## src/hdl/assert_macros.svh

```systemverilog
// Assertion macros for the RTL of the filter table (included by ipmf_ctrl).
`ifndef ASSERT_MACROS_SVH
`define ASSERT_MACROS_SVH

// Check that a condition holds at every clock edge outside reset.
`define AST_ALWAYS(lbl, cond, msg) \
    lbl: assert property (@(posedge clk) disable iff (!rst_n) (cond)) else $error(msg);

// Check that a consequent holds in the cycle after its antecedent.
`define AST_NEXT(lbl, ante, cons, msg) \
    lbl: assert property (@(posedge clk) disable iff (!rst_n) (ante) |=> (cons)) else $error(msg);

`endif

```

## src/hdl/ipmf_pkg.sv

```systemverilog
// Package with the shared types and codes of the masked IPv4 filter table.
package ipmf_pkg;

    localparam int ADDR_W   = 32;
    localparam int SLOT_W   = 10;
    localparam int ENTRY_W  = 2 * ADDR_W;

    localparam logic [ADDR_W-1:0] FREE_MARK = 32'hFFFF_FFFF;

    typedef enum logic [1:0] {
        MODE_LOOKUP = 2'd0,
        MODE_ADD    = 2'd1,
        MODE_REMOVE = 2'd2,
        MODE_NONE   = 2'd3
    } mode_t;

    typedef enum logic [1:0] {
        STAT_DONE      = 2'd0,
        STAT_FULL      = 2'd1,
        STAT_NOT_FOUND = 2'd2
    } status_t;

    typedef enum logic [1:0] {
        ST_IDLE,
        ST_SCAN,
        ST_FINISH
    } state_t;

    typedef struct packed {
        logic [1:0]        status;
        logic              reject;
        logic [SLOT_W-1:0] slot;
    } result_t;

    // Register byte address index (paddr bit 2)
    localparam logic REG_BAN_MODE = 1'b0;

endpackage

```

## src/hdl/ipmf_ctrl.sv

```systemverilog
// Scan sequencer: walks the entry memory, evaluates each entry, writes back.
`include "assert_macros.svh"

module ipmf_ctrl
    import ipmf_pkg::*;
#(
    parameter int MAX_ENTRIES = 1024,
    parameter int IW          = 10,
    parameter int CW          = 11
)
(
    input  logic               clk,
    input  logic               rst_n,
    input  logic               ban_mode,
    input  logic               in_valid,
    output logic               in_ready,
    input  logic [1:0]         in_mode,
    input  logic [ADDR_W-1:0]  in_address,
    input  logic [ADDR_W-1:0]  in_mask,
    input  logic [ADDR_W-1:0]  in_value,
    output logic               res_valid,
    input  logic               res_ready,
    output result_t            res,
    output logic               mem_wr_en,
    output logic [IW-1:0]      mem_wr_addr,
    output logic [ENTRY_W-1:0] mem_wr_data,
    output logic               mem_rd_en,
    output logic [IW-1:0]      mem_rd_addr,
    input  logic [ENTRY_W-1:0] mem_rd_data
);

    localparam logic [CW-1:0] CAP = CW'(MAX_ENTRIES);

    state_t            state_reg, state_next;
    logic [1:0]        mode_reg;
    logic [ADDR_W-1:0] addr_reg;
    logic [ADDR_W-1:0] mask_reg;
    logic [ADDR_W-1:0] want_reg;
    logic [CW-1:0]     used_count_reg, used_count_next;
    logic [CW-1:0]     rd_idx_reg, rd_idx_next;
    logic              chk_valid_reg, chk_valid_next;
    logic [IW-1:0]     chk_idx_reg, chk_idx_next;
    logic              found_reg, found_next;
    logic [IW-1:0]     hit_idx_reg, hit_idx_next;

    logic [ADDR_W-1:0] ent_mask;
    logic [ADDR_W-1:0] ent_value;
    logic              ent_free;
    logic              hit;
    logic              more;
    logic              full;
    logic              do_append;

    assign ent_mask  = mem_rd_data[ENTRY_W-1:ADDR_W];
    assign ent_value = mem_rd_data[ADDR_W-1:0];
    assign ent_free  = (ent_value == FREE_MARK);
    assign more      = (rd_idx_reg < used_count_reg);
    assign full      = (used_count_reg == CAP);
    assign do_append = (mode_reg == MODE_ADD) && !found_reg && !full;

    // Per-entry verdict for the operation in progress
    always_comb
    begin
        case (mode_reg)
            MODE_LOOKUP: hit = !ent_free && ((addr_reg & ent_mask) == ent_value);
            MODE_ADD:    hit = ent_free;
            MODE_REMOVE: hit = !ent_free && (ent_mask == mask_reg) && (ent_value == want_reg);
            default:     hit = 1'b0;
        endcase
    end

    // Next state
    always_comb
    begin
        state_next = state_reg;
        case (state_reg)
            ST_IDLE:
            begin
                if (in_valid)
                begin
                    state_next = (in_mode == MODE_NONE) ? ST_FINISH : ST_SCAN;
                end
            end
            ST_SCAN:
            begin
                if ((chk_valid_reg && hit) || (!chk_valid_reg && !more))
                begin
                    state_next = ST_FINISH;
                end
            end
            ST_FINISH:
            begin
                if (res_ready)
                begin
                    state_next = ST_IDLE;
                end
            end
            default: state_next = ST_IDLE;
        endcase
    end

    // Outputs and counters
    always_comb
    begin
        in_ready        = (state_reg == ST_IDLE);
        res_valid       = (state_reg == ST_FINISH);
        mem_rd_en       = (state_reg == ST_SCAN) && more;
        mem_rd_addr     = rd_idx_reg[IW-1:0];
        mem_wr_en       = 1'b0;
        mem_wr_addr     = hit_idx_reg;
        mem_wr_data     = {mask_reg, want_reg};
        used_count_next = used_count_reg;
        rd_idx_next     = rd_idx_reg;
        chk_valid_next  = 1'b0;
        chk_idx_next    = chk_idx_reg;
        found_next      = found_reg;
        hit_idx_next    = hit_idx_reg;

        res.status = STAT_DONE;
        res.reject = 1'b0;
        res.slot   = '0;

        case (state_reg)
            ST_IDLE:
            begin
                rd_idx_next = '0;
                found_next  = 1'b0;
            end
            ST_SCAN:
            begin
                if (mem_rd_en)
                begin
                    rd_idx_next    = CW'(rd_idx_reg + 1'b1);
                    chk_valid_next = 1'b1;
                    chk_idx_next   = rd_idx_reg[IW-1:0];
                end
                if (chk_valid_reg && hit)
                begin
                    found_next     = 1'b1;
                    hit_idx_next   = chk_idx_reg;
                    chk_valid_next = 1'b0;
                end
            end
            ST_FINISH:
            begin
                case (mode_reg)
                    MODE_LOOKUP:
                    begin
                        res.reject = found_reg ? ban_mode : !ban_mode;
                        res.slot   = found_reg ? SLOT_W'(hit_idx_reg) : '0;
                    end
                    MODE_ADD:
                    begin
                        if (found_reg)
                        begin
                            res.slot  = SLOT_W'(hit_idx_reg);
                            mem_wr_en = res_ready;
                        end
                        else if (!full)
                        begin
                            res.slot    = SLOT_W'(used_count_reg);
                            mem_wr_en   = res_ready;
                            mem_wr_addr = used_count_reg[IW-1:0];
                        end
                        else
                        begin
                            res.status = STAT_FULL;
                        end
                        if (do_append && res_ready)
                        begin
                            used_count_next = CW'(used_count_reg + 1'b1);
                        end
                    end
                    MODE_REMOVE:
                    begin
                        mem_wr_data = {mask_reg, FREE_MARK};
                        if (found_reg)
                        begin
                            res.slot  = SLOT_W'(hit_idx_reg);
                            mem_wr_en = res_ready;
                        end
                        else
                        begin
                            res.status = STAT_NOT_FOUND;
                        end
                    end
                    default:
                    begin
                        res.status = STAT_DONE;
                    end
                endcase
            end
            default:
            begin
                rd_idx_next = '0;
            end
        endcase
    end

    always_ff @(posedge clk or negedge rst_n)
    begin
        if (!rst_n)
        begin
            state_reg      <= ST_IDLE;
            used_count_reg <= '0;
            rd_idx_reg     <= '0;
            chk_valid_reg  <= 1'b0;
            found_reg      <= 1'b0;
        end
        else
        begin
            state_reg      <= state_next;
            used_count_reg <= used_count_next;
            rd_idx_reg     <= rd_idx_next;
            chk_valid_reg  <= chk_valid_next;
            found_reg      <= found_next;
        end
    end

    // Operation payload and scan indexes
    always_ff @(posedge clk)
    begin
        chk_idx_reg <= chk_idx_next;
        hit_idx_reg <= hit_idx_next;
        if (in_valid && in_ready)
        begin
            mode_reg <= in_mode;
            addr_reg <= in_address;
            mask_reg <= in_mask;
            want_reg <= in_value & in_mask;
        end
    end

    `AST_ALWAYS(a_count_cap, used_count_reg <= CAP, "used count beyond capacity")
    `AST_NEXT(a_count_step, 1'b1, (used_count_reg == $past(used_count_reg)) || (used_count_reg == CW'($past(used_count_reg) + 1'b1)), "used count moved by more than one")
    `AST_ALWAYS(a_chk_range, !chk_valid_reg || (CW'(chk_idx_reg) < used_count_reg), "entry checked beyond used count")
    `AST_NEXT(a_wr_done, mem_wr_en, state_reg == ST_IDLE, "entry written without closing the transaction")

endmodule

```

## config.mk

```make
export PLATFORM = sky130hd
export DESIGN_NAME = ipmf_ctrl
export DESIGN_NICKNAME = d
export VERILOG_FILES = /design/src/hdl/ipmf_pkg.sv /design/src/hdl/ipmf_ctrl.sv
export VERILOG_INCLUDE_DIRS = /design/src /design/src/hdl
export SDC_FILE = /design/constraint.sdc
export NUM_CORES = 1
export LEC_CHECK = 0
export BUFFER_PORTS_ARGS = -buffer_cell sky130_fd_sc_hd__buf_2
export CORE_MARGIN = 3
export CORE_UTILIZATION = 50
export DETAILED_ROUTE_END_ITERATION = 10
export PLACE_DENSITY_LB_ADDON = 0.05
export SKIP_LAST_GASP = 1
export SLEW_MARGIN = 20
export SYNTH_ARGS = -nofsm -noshare
export SYNTH_HDL_FRONTEND = slang
export SYNTH_SLANG_ARGS = --single-unit
export TNS_END_PERCENT = 10
```

## constraint.sdc

```tcl
create_clock -name clk -period 4.1 [get_ports clk]
set_input_delay 0.41 -clock clk [delete_from_list [all_inputs] [get_ports clk]]
set_output_delay 0.41 -clock clk [all_outputs]
set_load 0.02 [all_outputs]
```

## After elaboration in Yosys (flattened, before gate mapping)

Cells that the tools add are included.

| word-level totals | value |
|---|---|
| register bits after elaboration | 144 |
| logic and storage cells | 94 |
| memories | 0 |
| bits of input ports | 167 |
| latch bits | 0 |
| bits in writable memories | 0 |
| bits in read-only memories | 0 |

| cells by class | value |
|---|---|
| shifts and indexed selects | 0 |
| reduce and logical (&&, ||, !) cells | 27 |
| add/subtract/negate cells | 2 |
| divide/modulo/power cells | 0 |
| order comparisons | 1 |
| bitwise operators | 3 |
| mux-type cells | 35 |
| multiply operators | 0 |
| equal/unequal tests | 15 |

Operators by type and width:

| kind | number |
|---|---|
| $eq 32x32->1 | 3 |
| $mux 10 | 7 |
| $and 32x32->32 | 2 |
| $mux 32 | 2 |
| $eq 32x32->1 const B | 1 |
| $add 11x1->11 const B | 2 |
| $pmux 11 s2 | 1 |
| $pmux 10 s2 | 1 |
| $mux 13 | 1 |
| $mux 1 | 12 |
| $eq 11x11->1 const B | 1 |
| $lt 11x11->1 | 1 |
| $mux 11 | 1 |
| $logic_and 1x1->1 | 10 |
| $mux 2 | 5 |
| $ne 2x2->1 const B | 4 |
| $reduce_and 2->1 | 4 |
| $eq 2x2->1 const B | 3 |
| $logic_not 1->1 | 6 |
| $pmux 2 s3 | 1 |
| $reduce_and 3->1 | 2 |
| $eq 2x1->1 const B | 2 |
| $logic_not 2->1 | 2 |
| $pmux 1 s2 | 2 |
| other kinds (7) | 7 |

## Longest topological paths before layout

| depth | value |
|---|---|
| depth in word-level cells | 9 |
| mapped depth | 10 |

## Least setup slack after synthesis

No wires, ideal clock.

| path | value |
|---|---|
| path kind | register to register |
| start point | register state_reg[0] |
| end point | register addr_reg[0] (enable) |
| setup time | 0.468 ns |
| slack | 0.520 ns |
| stages on the path, launching flop included | 3 |
| required time | 3.632 ns |
| arrival time | 3.112 ns |
| cell sequence | dfrtp_1 > nor2_1 > and2_1 |

| between the ends | value |
|---|---|
| longest elaborated chain between the ends | 2 |

Ends and longest elaborated chain:

| item | line | text |
|---|---|---|
| start, declared | ipmf_ctrl.sv:34 | `state_t state_reg, state_next;` |
| start signal, assigned | ipmf_ctrl.sv:212 | `state_reg <= state_next;` |
| $logic_not 2->1 | ipmf_ctrl.sv:105 | `in_ready = (state_reg == ST_IDLE);` |
| net in_ready | ipmf_ctrl.sv:16 | `output logic in_ready,` |
| $logic_and 1x1->1 | ipmf_ctrl.sv:225 | `if (in_valid && in_ready)` |
| end signal, assigned | ipmf_ctrl.sv:228 | `addr_reg <= in_address;` |
| end, declared | ipmf_ctrl.sv:36 | `logic [ADDR_W-1:0] addr_reg;` |

The timed path passes the listed nets, and every way through them passes these cells.
A chain may end at the register's enable or synchronous reset.

## Worst setup path after layout

| path | value |
|---|---|
| start point | register used_count_reg[8] |
| end point | output mem_rd_en |

| between the ends | value |
|---|---|
| longest elaborated chain between the ends | 2 |

Ends and longest elaborated chain:

| item | line | text |
|---|---|---|
| start, declared | ipmf_ctrl.sv:39 | `logic [CW-1:0] used_count_reg, used_count_next;` |
| start signal, assigned | ipmf_ctrl.sv:213 | `used_count_reg <= used_count_next;` |
| $lt 11x11->1 | ipmf_ctrl.sv:57 | `assign more = (rd_idx_reg < used_count_reg);` |
| $logic_and 1x1->1 | ipmf_ctrl.sv:107 | `mem_rd_en = (state_reg == ST_SCAN) && more;` |
| end, declared | ipmf_ctrl.sv:27 | `output logic mem_rd_en,` |

No other way between the ends.

==> results.env <==
RUN_STATUS='finished clean'
CTS_HOLD_BUF=0
IR_DROP_mV=0.4436
NUM-NETS-FINAL=1082
FINALHOLDVIOLATIONS=0
POST-CTS-SETUP-BUFFERS=0
CRITICAL_PATH_REQUIRED_PS=3690
ROUTE.DETAILED.VIAS_PER_INST=5.620
YS_TYPES=51
SYN_AREA_UM2=7318
CLOCKBUFFERDEPTH=2
YOSYS.AREA_SHARE.XOR_XNOR_PCT=10.53
CRITICAL_PATH.MAX_FANOUT=18
SYNTH-COMPOUND-AREA-SHARE_PCT=7.967
HTREEDEPTH=4
FMAX_GHz=0.2986
DR_TOTAL_VIAS=6143
SYNTH_ENABLE_FLOP_CELLS=118
GRT_START_MAX_NET_PINS=81
FINALHOLDWORSTSLACK_PS=8.120
ROUTED_WIRELENGTH_MM=23.62
DRV_SLEW=0
WORST_PIN_SLEW_PS=1073
DIE-AREA_UM2=16120
POST_SYNTH_INST_COUNT=630
SETUP_VIOLATIONS=0
NUMBER_OF_MAXIMUM_CAPACITANCE_VIOLATIONS=0
DRT-WIRELENGTH-PER-CELL_UM=21.61
SYNTH_TOP_FAMILY_BY_AREA='simple AND/OR/NAND/NOR gates'
NUMPORTBUFFERS=267
CRITICAL_PATH_STARTPOINT_CATEGORY='register'
PATH_CLK_SLEW_PS=60
ASYNC_FLOP_SHARE_PCT=18.06
SYNTH_SEQ_AREA_SHARE_PCT=57.31
IOS=268
TRACK_USAGE_PCT=29.34
TRITONCTS_NUM_SINKS=144
FIN_AREA_UM2=9355
ANTENNA_VIOLATIONS_BEFORE_REPAIR=3
POST_CTS_RESIZE_COUNT=0
SYN-NUM-NETS=814
SYNTH_SIMPLE_GATE_AREA_SHARE_PCT=16.65
PLACEABLECOREAREA_UM2=14100
CRIT_END_CATEGORY='output port'
DPL_CELL_AREA_UM2=8781
CTS_TREE='yes'
GRT_FIRST_PASS_WIRELENGTH_MM=35.42
SYNTHESIS.YOSYS.WARNINGS=0
FIN_CRIT_PS=3349
DIEWIDTH_UM=127.0
AREA_GROWTH_SYN_TO_LAYOUT_PCT=27.83
FIRST_GLOBAL_VIAS=6308
SYNTH.MUX.AREA_FRACTION_PCT=0.6839
DR.FIRST_ITER.DRC_COUNT=608
CELLPOWERDENSITY_nW_PER_UM2=534.9
SYN_AREA_PER_CELL_UM2=11.62
INITIAL_STANDARD_CELL_UTILIZATION_OF_THE_CORE_PCT=51.92
PATH_CLASS='register to output port'
REMAINING_DRC_ERRORS=0
ROWS=43
MIN-DELAY-PATH-CLASS='primary input to async pin'
YOSYS_MOST_USED_DFF='sky130_fd_sc_hd__edfxtp_1'
CRIT_ARRIVAL_PS=2940
GRT.OVERFLOW.TOTAL=0
STARTPOINT='used_count_reg[8]$_DFFE_PN0P_'
WORSTSKEWPAIRLATENCY_PS=420
YS_SEQ_ELEMENTS=144
SKEW_PS=7.412
DRT-PASS1-ITER-COUNT=6
CLOCK-ROOT-BUFFER='sky130_fd_sc_hd__clkbuf_16'
DETAIL-ROUTE-ANTENNA-NETS=0
SYNTHADDERAREAFRAC_PCT=2.906
CTS_MADE_BUFFERS=17
ROUTABILITYCONGESTION=0.9010
CRIT-REG2REG-LAUNCH='want_reg[22]$_DFFE_PP_'
TIMING.SETUP.TNS_PS=0
DP_HPWL_MM=18.54
FINAL_MIN_PERIOD_OVER_CLOCK_PERIOD_PCT=81.69
RELSLEWSLACK_PCT=28.46
DIE_H_UM=127.0
DRIVE_ABOVE_1_SHARE_PCT=33.85
RSZ0062_AT_GRT='no'
TOTAL_LEAKAGE_POWER_nW=3.965
==> layout make-up <==
cell class	instances	area, um^2
Antenna cell	3	7.507
Clock buffer	18	429.2
Clock inverter	13	137.6
Fill cell	1114	4741
Inverter	44	165.2
Multi-Input combinational cell	421	2838
Sequential cell	144	4194
Tap cell	180	225.2
Timing Repair Buffer	270	1359
==> per-stage QoR <==
step	std cells	worst slack (ps)	utilization (%)	total power, mW
final	1093	750.6	66.37	5.004
after global routing	1093	568.9	66.37	5.217
after CTS	1090	754.0	66.31	5.014
after detailed placement	1059	984.8	62.29	3.501
after global placement	1059	951.9	62.29	3.479
after floorplan	630	519.9	-	2.974
==> cell usage after synthesis (2+ instances only) <==
library cell,n,area [um^2]
sky130_fd_sc_hd__inv_2,2,7.510
sky130_fd_sc_hd__xor2_1,8,70.07
sky130_fd_sc_hd__a22oi_1,3,22.52
sky130_fd_sc_hd__nand2b_1,24,150.1
sky130_fd_sc_hd__o21ai_1,10,50.05
sky130_fd_sc_hd__buf_4,10,75.07
sky130_fd_sc_hd__nor3b_1,2,15.01
sky130_fd_sc_hd__or3_1,4,25.02
sky130_fd_sc_hd__clkbuf_1,10,37.54
sky130_fd_sc_hd__o21ai_0,8,40.04
sky130_fd_sc_hd__nand4_1,25,156.4
sky130_fd_sc_hd__o22ai_1,9,56.30
sky130_fd_sc_hd__nand2_1,67,251.5
sky130_fd_sc_hd__a22o_1,11,96.34
sky130_fd_sc_hd__xnor2_1,80,700.7
sky130_fd_sc_hd__a221oi_1,5,43.79
sky130_fd_sc_hd__nor2b_1,6,37.54
sky130_fd_sc_hd__and3_1,6,37.54
sky130_fd_sc_hd__inv_1,41,153.9
sky130_fd_sc_hd__nor4_1,15,93.84
sky130_fd_sc_hd__nand3_1,15,75.07
sky130_fd_sc_hd__edfxtp_1,118,3543
sky130_fd_sc_hd__nor3_2,2,20.02
sky130_fd_sc_hd__a21oi_1,20,100.1
sky130_fd_sc_hd__o2bb2ai_1,3,26.28
sky130_fd_sc_hd__nor3_1,11,55.05
sky130_fd_sc_hd__nor4b_1,2,17.52
sky130_fd_sc_hd__o21bai_1,2,15.01
sky130_fd_sc_hd__and2_1,34,212.7
sky130_fd_sc_hd__nor2_1,11,41.29
sky130_fd_sc_hd__ha_1,17,212.7
sky130_fd_sc_hd__mux2i_1,5,50.05
sky130_fd_sc_hd__dfrtp_1,26,650.6
==> final timing paths <==
| kind | endpoint | slack (ps) | depth (start not counted) |
|---|---|---|---|
| setup / recovery | mem_rd_en | 750 | 8 |
| hold / removal | used_count_reg[8]$_DFFE_PN0P_ | 8 | 1 |
| setup reg to reg | hit_idx_reg[8]$_DFFE_PP_ | 990 | 7 |
| hold reg to reg | hit_idx_reg[3]$_DFFE_PP_ | 420 | 0 |
| max in group asynchronous | rd_idx_reg[8]$_DFFE_PN0P_ | 3640 | 1 |
| min in group clk | addr_reg[14]$_DFFE_PP_ | 160 | 1 |
==> layout by cell type (no fill, tap or decap), types with 3 or more instances in the layout <==
cell type and count:
sky130_fd_sc_hd__a21oi_1 20, sky130_fd_sc_hd__a221oi_1 5, sky130_fd_sc_hd__a22o_1 11, sky130_fd_sc_hd__a22oi_1 3, sky130_fd_sc_hd__and2_1 33, sky130_fd_sc_hd__and3_1 6, sky130_fd_sc_hd__buf_2 267, sky130_fd_sc_hd__buf_4 3
sky130_fd_sc_hd__clkbuf_16 17, sky130_fd_sc_hd__clkinv_1 3, sky130_fd_sc_hd__dfrtp_1 26, sky130_fd_sc_hd__diode_2 3, sky130_fd_sc_hd__edfxtp_1 118, sky130_fd_sc_hd__ha_1 17, sky130_fd_sc_hd__inv_1 41, sky130_fd_sc_hd__inv_6 4
sky130_fd_sc_hd__mux2i_1 5, sky130_fd_sc_hd__nand2_1 67, sky130_fd_sc_hd__nand2b_1 24, sky130_fd_sc_hd__nand3_1 15, sky130_fd_sc_hd__nand4_1 25, sky130_fd_sc_hd__nor2_1 11, sky130_fd_sc_hd__nor2b_1 6, sky130_fd_sc_hd__nor3_1 11
sky130_fd_sc_hd__nor4_1 15, sky130_fd_sc_hd__o21ai_0 8, sky130_fd_sc_hd__o21ai_1 10, sky130_fd_sc_hd__o22ai_1 9, sky130_fd_sc_hd__o2bb2ai_1 3, sky130_fd_sc_hd__or3_1 4, sky130_fd_sc_hd__xnor2_1 80, sky130_fd_sc_hd__xor2_1 8
==> where the power goes <==
group | internal (mW) | leakage, nW | switching, mW
registers | 1.95 | 1.45 | 0.171
logic | 0.466 | 2.24 | 0.902
clock network | 0.895 | 0.276 | 0.623
==> logic make-up (layout without fill, tap and decap cells) <==
group / after synthesis / count (layout)
xor+xnor: 88 / 88
compound gates: 84 / 84
flops: 144 / 144
mux: 5 / 5
buf+inv: 65 / 345
other cells: 0 / 3
fa+ha+maj: 17 / 17
simple gates: 227 / 227
==> critical path, stage by stage (launching register included) <==
cell and delay (ps):
sky130_fd_sc_hd__dfrtp_1 400, sky130_fd_sc_hd__inv_1 110, sky130_fd_sc_hd__ha_1 330, sky130_fd_sc_hd__a2111oi_2 290
sky130_fd_sc_hd__o21ai_1 150, sky130_fd_sc_hd__o32ai_4 410, sky130_fd_sc_hd__nand2b_2 230, sky130_fd_sc_hd__inv_2 330
sky130_fd_sc_hd__buf_2 240
==> per-layer routing <==
| metal | part of all wire [%] | vias up | wire length [um] | global-route usage [%] |
|---|---|---|---|---|
| li1 | - | 2788 | - | - |
| met3 | 9.2 | 35 | 2181 | 7.860 |
| met2 | 46 | 344 | 10820 | 44.83 |
| met5 | 0 | - | 0 | 0 |
| met4 | 2.2 | 0 | 530 | 9.022 |
| met1 | 43 | 2976 | 10090 | 41.39 |
(Power assumes the default switching activity.)
